==> config.mk <==
export PLATFORM = sky130hd
export DESIGN_NAME = keyed_stable_priority_queue_top
export DESIGN_NICKNAME = d
export VERILOG_FILES = /design/src/hdl/ksq_pkg.sv /design/src/hdl/ksq_cell.sv /design/src/hdl/keyed_stable_priority_queue_top.sv
export SDC_FILE = /design/constraint.sdc
export NUM_CORES = 2
export LEC_CHECK = 0
export ABC_CLOCK_PERIOD_IN_PS = 6200
export BUFFER_PORTS_ARGS = -buffer_cell sky130_fd_sc_hd__buf_2
export CORE_MARGIN = 1.5
export CORE_UTILIZATION = 60
export DETAILED_ROUTE_END_ITERATION = 7
export PLACE_DENSITY_LB_ADDON = 0.15
export SETUP_SLACK_MARGIN = 0.1
export SLEW_MARGIN = 20
export SYNTH_ARGS = -nofsm -noshare
export SYNTH_HDL_FRONTEND = slang
export SYNTH_SLANG_ARGS = --single-unit
==> constraint.sdc <==
create_clock -name clk -period 6.2 [get_ports clk]
set_clock_uncertainty 0.1 [all_clocks]
set_input_delay 0.62 -clock clk [delete_from_list [all_inputs] [get_ports clk]]
set_output_delay 0.62 -clock clk [all_outputs]
set_load 0.005 [all_outputs]
==> src/hdl/ksq_pkg.sv <==
// ----------------------------------------------------------------------------
// ksq_pkg
// shared types, codes and widths of the keyed stable priority queue
// ----------------------------------------------------------------------------
package ksq_pkg;

    localparam int CAPACITY_DEF = 16;
    localparam int KEY_W        = 16;
    localparam int PRIO_W       = 8;
    localparam int OP_W         = 2;
    localparam int STATUS_W     = 2;
    localparam int TDATA_W      = 32;

    localparam logic [OP_W-1:0] OP_INSERT  = 2'd0;
    localparam logic [OP_W-1:0] OP_REMOVE  = 2'd1;
    localparam logic [OP_W-1:0] OP_EXTRACT = 2'd2;
    localparam logic [OP_W-1:0] OP_NONE    = 2'd3;

    localparam logic [STATUS_W-1:0] STAT_OK        = 2'd0;
    localparam logic [STATUS_W-1:0] STAT_EMPTY     = 2'd1;
    localparam logic [STATUS_W-1:0] STAT_NOT_FOUND = 2'd2;
    localparam logic [STATUS_W-1:0] STAT_FULL      = 2'd3;

    typedef enum logic [2:0] {
        ST_IDLE,
        ST_EXEC,
        ST_SCAN,
        ST_REMOVE,
        ST_WAIT
    } state_t;

    typedef enum logic [1:0] {
        CELL_HOLD,
        CELL_INSERT,
        CELL_REMOVE
    } cell_op_t;

    typedef struct packed {
        cell_op_t          kind;
        logic [KEY_W-1:0]  key;
        logic [PRIO_W-1:0] prio;
    } cell_cmd_t;

endpackage

==> src/hdl/ksq_cell.sv <==
// ----------------------------------------------------------------------------
// ksq_cell
// one slot of the sorted chain: holds an entry, shifts to or from its
// neighbors on insert and removal, and forwards the key search probe
// ----------------------------------------------------------------------------
module ksq_cell #(
    parameter int INDEX = 0,
    parameter int AGE_W = 4
) (
    input  logic                          clk,
    input  logic                          rst_n,
    input  ksq_pkg::cell_cmd_t            cmd,
    input  logic [AGE_W-1:0]              new_age,
    input  logic [AGE_W-1:0]              victim_pos,
    input  logic [AGE_W-1:0]              victim_age,
    input  logic                          left_after,
    input  logic                          left_valid,
    input  logic [ksq_pkg::KEY_W-1:0]     left_key,
    input  logic [ksq_pkg::PRIO_W-1:0]    left_prio,
    input  logic [AGE_W-1:0]              left_age,
    input  logic                          right_valid,
    input  logic [ksq_pkg::KEY_W-1:0]     right_key,
    input  logic [ksq_pkg::PRIO_W-1:0]    right_prio,
    input  logic [AGE_W-1:0]              right_age,
    input  logic                          probe_in_found,
    input  logic [AGE_W-1:0]              probe_in_age,
    input  logic [AGE_W-1:0]              probe_in_pos,
    input  logic [ksq_pkg::PRIO_W-1:0]    probe_in_prio,
    output logic                          valid,
    output logic [ksq_pkg::KEY_W-1:0]     key,
    output logic [ksq_pkg::PRIO_W-1:0]    prio,
    output logic [AGE_W-1:0]              age,
    output logic                          after,
    output logic                          probe_found,
    output logic [AGE_W-1:0]              probe_age,
    output logic [AGE_W-1:0]              probe_pos,
    output logic [ksq_pkg::PRIO_W-1:0]    probe_prio
);

    logic                       valid_reg, valid_next;
    logic [ksq_pkg::KEY_W-1:0]  key_reg, key_next;
    logic [ksq_pkg::PRIO_W-1:0] prio_reg, prio_next;
    logic [AGE_W-1:0]           age_reg, age_next;

    logic                       pfound_reg, pfound_next;
    logic [AGE_W-1:0]           page_reg, page_next;
    logic [AGE_W-1:0]           ppos_reg, ppos_next;
    logic [ksq_pkg::PRIO_W-1:0] pprio_reg, pprio_next;

    logic                       take_right;
    logic                       src_valid;
    logic [ksq_pkg::KEY_W-1:0]  src_key;
    logic [ksq_pkg::PRIO_W-1:0] src_prio;
    logic [AGE_W-1:0]           src_age;
    logic                       match;

    assign after = valid_reg && (prio_reg <= cmd.prio);

    // removal source: cells at or past the victim pull from the right
    assign take_right = (AGE_W'(INDEX) >= victim_pos);
    assign src_valid  = take_right ? right_valid : valid_reg;
    assign src_key    = take_right ? right_key   : key_reg;
    assign src_prio   = take_right ? right_prio  : prio_reg;
    assign src_age    = take_right ? right_age   : age_reg;

    always_comb
    begin
        valid_next = valid_reg;
        key_next   = key_reg;
        prio_next  = prio_reg;
        age_next   = age_reg;
        case (cmd.kind)
            ksq_pkg::CELL_INSERT:
            begin
                if (!after)
                begin
                    if (left_after)
                    begin
                        valid_next = 1'b1;
                        key_next   = cmd.key;
                        prio_next  = cmd.prio;
                        age_next   = new_age;
                    end
                    else
                    begin
                        valid_next = left_valid;
                        key_next   = left_key;
                        prio_next  = left_prio;
                        age_next   = left_age;
                    end
                end
            end
            ksq_pkg::CELL_REMOVE:
            begin
                valid_next = src_valid;
                key_next   = src_key;
                prio_next  = src_prio;
                age_next   = (src_age > victim_age) ? src_age - 1'b1 : src_age;
            end
            default:
            begin
                valid_next = valid_reg;
            end
        endcase
    end

    // search probe: keep the newest matching entry seen so far
    assign match = valid_reg && (key_reg == cmd.key)
                   && (!probe_in_found || (age_reg > probe_in_age));

    always_comb
    begin
        if (match)
        begin
            pfound_next = 1'b1;
            page_next   = age_reg;
            ppos_next   = AGE_W'(INDEX);
            pprio_next  = prio_reg;
        end
        else
        begin
            pfound_next = probe_in_found;
            page_next   = probe_in_age;
            ppos_next   = probe_in_pos;
            pprio_next  = probe_in_prio;
        end
    end

    always_ff @(posedge clk or negedge rst_n)
    begin
        if (!rst_n)
        begin
            valid_reg  <= 1'b0;
            pfound_reg <= 1'b0;
        end
        else
        begin
            valid_reg  <= valid_next;
            pfound_reg <= pfound_next;
        end
    end

    always_ff @(posedge clk)
    begin
        key_reg   <= key_next;
        prio_reg  <= prio_next;
        age_reg   <= age_next;
        page_reg  <= page_next;
        ppos_reg  <= ppos_next;
        pprio_reg <= pprio_next;
    end

    assign valid       = valid_reg;
    assign key         = key_reg;
    assign prio        = prio_reg;
    assign age         = age_reg;
    assign probe_found = pfound_reg;
    assign probe_age   = page_reg;
    assign probe_pos   = ppos_reg;
    assign probe_prio  = pprio_reg;

endmodule

==> src/hdl/keyed_stable_priority_queue_top.sv <==
// ----------------------------------------------------------------------------
// keyed_stable_priority_queue_top
// priority queue with stable ties and removal by key, built as a sorted
// chain of cells
// ----------------------------------------------------------------------------
// Entries sit in a chain of CAPACITY cells kept sorted by priority, oldest
// first among equal priorities, so the head cell is always the next to leave.
// For insert, extract, the unused op code and any removal from an empty store,
// the item is latched, then the cells that the op moves all shift one place at
// once. Remove-by-key on a non-empty store first sends a search probe along the
// chain one cell per cycle to find the newest entry with that key, then the cells
// behind it close the gap.
// One item is worked on at a time; a finished result waits in the output
// register while the next item is taken.
module keyed_stable_priority_queue_top #(
    parameter int CAPACITY = ksq_pkg::CAPACITY_DEF
) (
    input  logic                          clk,
    input  logic                          rst_n,
    input  logic                          s_tvalid,
    output logic                          s_tready,
    // op, car_number, stay_duration, zero pad
    input  logic [ksq_pkg::TDATA_W-1:0]   s_tdata,
    output logic                          m_tvalid,
    input  logic                          m_tready,
    // status, out_number, out_duration, zero pad
    output logic [ksq_pkg::TDATA_W-1:0]   m_tdata
);

    localparam int AGE_W = $clog2(CAPACITY);
    localparam int CNT_W = $clog2(CAPACITY + 1);
    localparam int KW    = ksq_pkg::KEY_W;
    localparam int PW    = ksq_pkg::PRIO_W;
    localparam int SW    = ksq_pkg::STATUS_W;
    localparam int OW    = ksq_pkg::OP_W;
    localparam int PAD_W = ksq_pkg::TDATA_W - SW - KW - PW;

    ksq_pkg::state_t state_reg, state_next;

    logic [OW-1:0]    op_reg;
    logic [KW-1:0]    key_reg;
    logic [PW-1:0]    prio_reg;
    logic [CNT_W-1:0] count_reg, count_next;
    logic [AGE_W-1:0] scan_cnt_reg, scan_cnt_next;

    logic          m_tvalid_reg;
    logic [SW-1:0] m_status_reg;
    logic [KW-1:0] m_number_reg;
    logic [PW-1:0] m_duration_reg;

    logic [SW-1:0] hold_status_reg;
    logic [KW-1:0] hold_number_reg;
    logic [PW-1:0] hold_duration_reg;

    logic          res_valid;
    logic [SW-1:0] res_status;
    logic [KW-1:0] res_number;
    logic [PW-1:0] res_duration;
    logic          out_free;
    logic          accept;

    ksq_pkg::cell_cmd_t cmd;
    logic [AGE_W-1:0]   new_age;
    logic [AGE_W-1:0]   victim_pos;
    logic [AGE_W-1:0]   victim_age;

    logic             c_valid [CAPACITY];
    logic [KW-1:0]    c_key   [CAPACITY];
    logic [PW-1:0]    c_prio  [CAPACITY];
    logic [AGE_W-1:0] c_age   [CAPACITY];
    logic             c_after [CAPACITY];
    logic             p_found [CAPACITY];
    logic [AGE_W-1:0] p_age   [CAPACITY];
    logic [AGE_W-1:0] p_pos   [CAPACITY];
    logic [PW-1:0]    p_prio  [CAPACITY];

    assign accept   = s_tvalid && s_tready;
    assign out_free = !m_tvalid_reg || m_tready;
    assign s_tready = (state_reg == ksq_pkg::ST_IDLE);

    // cell chain
    for (genvar i = 0; i < CAPACITY; i++)
    begin : g_cell
        logic             l_after, l_valid, r_valid, pi_found;
        logic [KW-1:0]    l_key, r_key;
        logic [PW-1:0]    l_prio, r_prio, pi_prio;
        logic [AGE_W-1:0] l_age, r_age, pi_age, pi_pos;

        if (i == 0)
        begin : g_first
            assign l_after  = 1'b1;
            assign l_valid  = 1'b0;
            assign l_key    = '0;
            assign l_prio   = '0;
            assign l_age    = '0;
            assign pi_found = 1'b0;
            assign pi_age   = '0;
            assign pi_pos   = '0;
            assign pi_prio  = '0;
        end
        else
        begin : g_inner
            assign l_after  = c_after[i-1];
            assign l_valid  = c_valid[i-1];
            assign l_key    = c_key[i-1];
            assign l_prio   = c_prio[i-1];
            assign l_age    = c_age[i-1];
            assign pi_found = p_found[i-1];
            assign pi_age   = p_age[i-1];
            assign pi_pos   = p_pos[i-1];
            assign pi_prio  = p_prio[i-1];
        end

        if (i == CAPACITY - 1)
        begin : g_last
            assign r_valid = 1'b0;
            assign r_key   = '0;
            assign r_prio  = '0;
            assign r_age   = '0;
        end
        else
        begin : g_body
            assign r_valid = c_valid[i+1];
            assign r_key   = c_key[i+1];
            assign r_prio  = c_prio[i+1];
            assign r_age   = c_age[i+1];
        end

        ksq_cell #(
            .INDEX (i),
            .AGE_W (AGE_W)
        ) u_cell (
            .clk            (clk),
            .rst_n          (rst_n),
            .cmd            (cmd),
            .new_age        (new_age),
            .victim_pos     (victim_pos),
            .victim_age     (victim_age),
            .left_after     (l_after),
            .left_valid     (l_valid),
            .left_key       (l_key),
            .left_prio      (l_prio),
            .left_age       (l_age),
            .right_valid    (r_valid),
            .right_key      (r_key),
            .right_prio     (r_prio),
            .right_age      (r_age),
            .probe_in_found (pi_found),
            .probe_in_age   (pi_age),
            .probe_in_pos   (pi_pos),
            .probe_in_prio  (pi_prio),
            .valid          (c_valid[i]),
            .key            (c_key[i]),
            .prio           (c_prio[i]),
            .age            (c_age[i]),
            .after          (c_after[i]),
            .probe_found    (p_found[i]),
            .probe_age      (p_age[i]),
            .probe_pos      (p_pos[i]),
            .probe_prio     (p_prio[i])
        );
    end

    // next state
    always_comb
    begin
        state_next = state_reg;
        unique case (state_reg)
            ksq_pkg::ST_IDLE:
            begin
                if (accept)
                    state_next = ksq_pkg::ST_EXEC;
            end
            ksq_pkg::ST_EXEC:
            begin
                if ((op_reg == ksq_pkg::OP_REMOVE) && (count_reg != '0))
                    state_next = ksq_pkg::ST_SCAN;
                else if (out_free)
                    state_next = ksq_pkg::ST_IDLE;
                else
                    state_next = ksq_pkg::ST_WAIT;
            end
            ksq_pkg::ST_SCAN:
            begin
                if (scan_cnt_reg == AGE_W'(CAPACITY - 1))
                    state_next = ksq_pkg::ST_REMOVE;
            end
            ksq_pkg::ST_REMOVE:
            begin
                state_next = out_free ? ksq_pkg::ST_IDLE : ksq_pkg::ST_WAIT;
            end
            ksq_pkg::ST_WAIT:
            begin
                if (out_free)
                    state_next = ksq_pkg::ST_IDLE;
            end
            default:
            begin
                state_next = ksq_pkg::ST_IDLE;
            end
        endcase
    end

    // outputs of the controller
    always_comb
    begin
        res_valid     = 1'b0;
        res_status    = ksq_pkg::STAT_OK;
        res_number    = '0;
        res_duration  = '0;
        cmd.kind      = ksq_pkg::CELL_HOLD;
        cmd.key       = key_reg;
        cmd.prio      = prio_reg;
        new_age       = count_reg[AGE_W-1:0];
        victim_pos    = '0;
        victim_age    = '0;
        count_next    = count_reg;
        scan_cnt_next = '0;
        unique case (state_reg)
            ksq_pkg::ST_EXEC:
            begin
                unique case (op_reg)
                    ksq_pkg::OP_INSERT:
                    begin
                        res_valid = 1'b1;
                        if (count_reg == CNT_W'(CAPACITY))
                        begin
                            res_status = ksq_pkg::STAT_FULL;
                        end
                        else
                        begin
                            cmd.kind     = ksq_pkg::CELL_INSERT;
                            count_next   = count_reg + 1'b1;
                            res_number   = key_reg;
                            res_duration = prio_reg;
                        end
                    end
                    ksq_pkg::OP_REMOVE:
                    begin
                        if (count_reg == '0)
                        begin
                            res_valid  = 1'b1;
                            res_status = ksq_pkg::STAT_EMPTY;
                        end
                    end
                    ksq_pkg::OP_EXTRACT:
                    begin
                        res_valid = 1'b1;
                        if (count_reg == '0)
                        begin
                            res_status = ksq_pkg::STAT_EMPTY;
                        end
                        else
                        begin
                            cmd.kind     = ksq_pkg::CELL_REMOVE;
                            victim_pos   = '0;
                            victim_age   = c_age[0];
                            count_next   = count_reg - 1'b1;
                            res_number   = c_key[0];
                            res_duration = c_prio[0];
                        end
                    end
                    default:
                    begin
                        res_valid = 1'b1;
                    end
                endcase
            end
            ksq_pkg::ST_SCAN:
            begin
                scan_cnt_next = scan_cnt_reg + 1'b1;
            end
            ksq_pkg::ST_REMOVE:
            begin
                res_valid = 1'b1;
                if (p_found[CAPACITY-1])
                begin
                    cmd.kind     = ksq_pkg::CELL_REMOVE;
                    victim_pos   = p_pos[CAPACITY-1];
                    victim_age   = p_age[CAPACITY-1];
                    count_next   = count_reg - 1'b1;
                    res_number   = key_reg;
                    res_duration = p_prio[CAPACITY-1];
                end
                else
                begin
                    res_status = ksq_pkg::STAT_NOT_FOUND;
                end
            end
            default:
            begin
                res_valid = 1'b0;
            end
        endcase
    end

    always_ff @(posedge clk or negedge rst_n)
    begin
        if (!rst_n)
        begin
            state_reg    <= ksq_pkg::ST_IDLE;
            count_reg    <= '0;
            scan_cnt_reg <= '0;
            m_tvalid_reg <= 1'b0;
        end
        else
        begin
            state_reg    <= state_next;
            count_reg    <= count_next;
            scan_cnt_reg <= scan_cnt_next;
            if ((res_valid || (state_reg == ksq_pkg::ST_WAIT)) && out_free)
                m_tvalid_reg <= 1'b1;
            else if (m_tready)
                m_tvalid_reg <= 1'b0;
        end
    end

    always_ff @(posedge clk)
    begin
        if (accept)
        begin
            op_reg   <= s_tdata[OW-1:0];
            key_reg  <= s_tdata[OW+KW-1:OW];
            prio_reg <= s_tdata[OW+KW+PW-1:OW+KW];
        end
        if (res_valid && out_free)
        begin
            m_status_reg   <= res_status;
            m_number_reg   <= res_number;
            m_duration_reg <= res_duration;
        end
        else if ((state_reg == ksq_pkg::ST_WAIT) && out_free)
        begin
            m_status_reg   <= hold_status_reg;
            m_number_reg   <= hold_number_reg;
            m_duration_reg <= hold_duration_reg;
        end
        if (res_valid && !out_free)
        begin
            hold_status_reg   <= res_status;
            hold_number_reg   <= res_number;
            hold_duration_reg <= res_duration;
        end
    end

    assign m_tvalid = m_tvalid_reg;
    assign m_tdata  = {{PAD_W{1'b0}}, m_duration_reg, m_number_reg, m_status_reg};

endmodule
==> metrics.yaml <==
status: "finished clean"
grt_pass1_wl_microns: 183400
ys_seq_area_share_pct: 47.50
ys.warnings.count: 0
worst-setup-path-type: "register to register"
cts_root_buf: "clkbuf_16"
die_h_microns: 279.2
cts_tree: "done"
end_kind: "register"
ctsResizeCount: 0
crit_path_start_kind: "register"
slew_violations: 0
drt-pass1-iter-count: 6
post_cts_buffers: 0
synth_edf_count: 526
ant_nets: 0
placed_area_sq_um: 47450
dp_slack_ns: 1.599
async_flop_share_pct: 5.542
htreeDepth: 3
gp_congestion: 0.9218
drt_iter0_markers: 2900
ir_drop_mv: 0.3427
routedWlPerCell_microns: 21.79
insertion_delay_ns: 0.65
fin_area_sq_um: 50440
cts_hold_buf: 0
largest_reg_flops: 256
viasPerCell: 6.182
fin_setup_tns_ns: 0
area_growth_pct: 10.16
maxCapViolCount: 0
cts_buffers: 88
hold_class: "input port to async pin"
grt_overflow_total: 0
syn_area_sq_um: 45790
cts_buffer_depth: 3
io-pin-count: 70
synth_cell_types: 80
fmax_ghz: 0.2151
rows: 101
grt_util_all_layers_pct: 29.89
hold_viol: 0
nets: 4607
grt_pass1_vias: 32330
nFillCells: 5942
multi_input_area_sq_um: 22780
maxSlewHeadroom_pct: 25.84
synth_ff_type: "edfxtp_1"
worst_pin_slew_ns: 1.112
leakagePower_nw: 19.73
vias: 33254
syn_area_per_cell_sq_um: 10.51
seqCellArea_sq_um: 21750
setup_ws_ns: 1.551
wl_microns: 117200
cts.sinks: 812
min_period_ns: 4.649
cp_data_arrival_time_ns: 4.95
period_share_pct: 74.99
r2r_cells: 12
dieArea_sq_um: 77980
drive_above_1_share_pct: 13.86
synthCells: 4357
port_buffers: 57
power_density_nw_per_um2: 445.8
ys_seq_elements: 812
drc_errors: 0
rsz0062_at_grt: "no"
grt_max_degree: 89
clkSlewWorstSetupHoldPaths_ns: 0.06
start_util_pct: 60.49
critPathMaxFanout: 9
core_sq_um: 75700
hold_slack_ns: 0.04291
setup-violations-final: 0
crit_required_ns: 6.50
die_w_microns: 279.2
antenna_found_initial: 1
hpwl_microns: 84420
final timing paths:
check | from | end | slack (ns)
max in group asynchronous | rst_n | g_cell[10].u_cell.probe_found | 5.43
hold / removal | rst_n | g_cell[2].u_cell.valid | 0.04
setup reg to reg | g_cell[15].u_cell.probe_found | g_cell[14].u_cell.age[3] | 1.55
setup / recovery | g_cell[15].u_cell.probe_found | g_cell[14].u_cell.age[3] | 1.55
min in group clk | s_tdata[12] | key_reg[10] | 0.04
hold reg to reg | g_cell[9].u_cell.probe_pos[3] | g_cell[10].u_cell.probe_pos[3] | 0.30
through the flow:
stage          power (mW)  util [%]  instances
4_1_cts             22.46     66.62       5378
3_3_place_gp        16.74     62.69       5216
3_5_place_dp        16.99     62.69       5216
5_1_grt             23.71     66.63       5379
2_1_floorplan       14.55         -       4362
6_report            22.48     66.63       5379
cells in the final DEF (no fill, tap or decap), types with 42 or more instances in the layout:
cell,Yosys,routed
edfxtp_1,526,526
nand2_1,492,492
o21ai_0,489,489
mux2i_1,427,427
ha_1,243,242
dfxtp_1,241,241
mux2_2,210,210
xnor2_1,206,206
nor2_1,150,150
a21oi_1,143,140
inv_1,126,126
buf_4,6,107
xor2_1,98,98
clkbuf_16,0,94
nand4_1,82,82
nand3_1,73,73
buf_2,4,57
nor2b_1,52,52
dfrtp_1,45,45
nand2b_1,42,42
layer usage:
layer | vias to the layer above | share of wire, % | GRT usage (%)
met4 | 0 | 4.1 | 12.24
li1 | 15700 | - | -
met3 | 212 | 5.6 | 3.280
met2 | 1095 | 45 | 46.93
met5 | - | 0 | 0
met1 | 16247 | 45 | 42.32
power breakdown:
part           switching (mW)  internal [mW]  leakage, nW
combinational            4.88           3.47         10.9
sequential               1.16           7.55         7.35
clock                    2.24           3.19         1.48
total                    8.28           14.2         19.7
cells in the mapped netlist (all sizes together) (17+ instances only):
| master | instances | area share, % |
|---|---|---|
| edfxtp | 526 | 34 |
| nand2 | 492 | 4.0 |
| o21ai | 491 | 5.4 |
| mux2i | 427 | 9.3 |
| clkbuf | 246 | 2.0 |
| ha | 243 | 6.6 |
| dfxtp | 241 | 11 |
| mux2 | 210 | 5.2 |
| xnor2 | 206 | 3.9 |
| nor2 | 150 | 1.2 |
| a21oi | 143 | 1.6 |
| inv | 127 | 1.0 |
| xor2 | 98 | 1.9 |
| nand4 | 82 | 1.1 |
| nand3 | 73 | 0.80 |
| nor2b | 52 | 0.71 |
| buf | 49 | 0.49 |
| dfrtp | 45 | 2.5 |
| nand2b | 42 | 0.57 |
| and2 | 40 | 0.55 |
| or2 | 39 | 0.53 |
| a21o | 34 | 0.56 |
| nor4 | 32 | 0.44 |
| a31oi | 30 | 0.41 |
| nor3 | 23 | 0.25 |
| and3 | 22 | 0.30 |
| o31ai | 19 | 0.31 |
| a22o | 17 | 0.33 |
worst max-delay path: stages, from the launching register on:
cell	delay, ns
dfrtp_1	0.67
nand4b_1	0.68
nor2_1	0.79
nand2_1	0.20
mux2i_1	0.25
ha_1	0.28
a311o_1	0.28
o211ai_1	0.10
o221ai_1	0.12
a21oi_1	0.38
nand4_1	0.19
xnor2_1	0.17
a21o_1	0.17
layout make-up:
type,count,area share [%]
antenna,1,0.004962
clock buffer,118,4.962
clock inverter,44,0.9452
inverter,128,0.9526
multi-input combinational,3127,45.16
sequential,812,43.12
tap,978,2.426
timing repair buffer,171,2.436
kinds of logic after synthesis:
family / count (synthesis) / synth area share (%)
AND/OR/NAND/NOR: 1074 / 11.00
AO/OA/AOI/OAI: 861 / 10.93
multiplexers: 637 / 14.50
flip-flops: 812 / 47.50
other: 1 / 0.008190
buffers and inverters: 423 / 3.561
XOR/XNOR: 304 / 5.815
adder cells (fa/ha/maj): 245 / 6.690
Power figures use the tool's default switching activity.
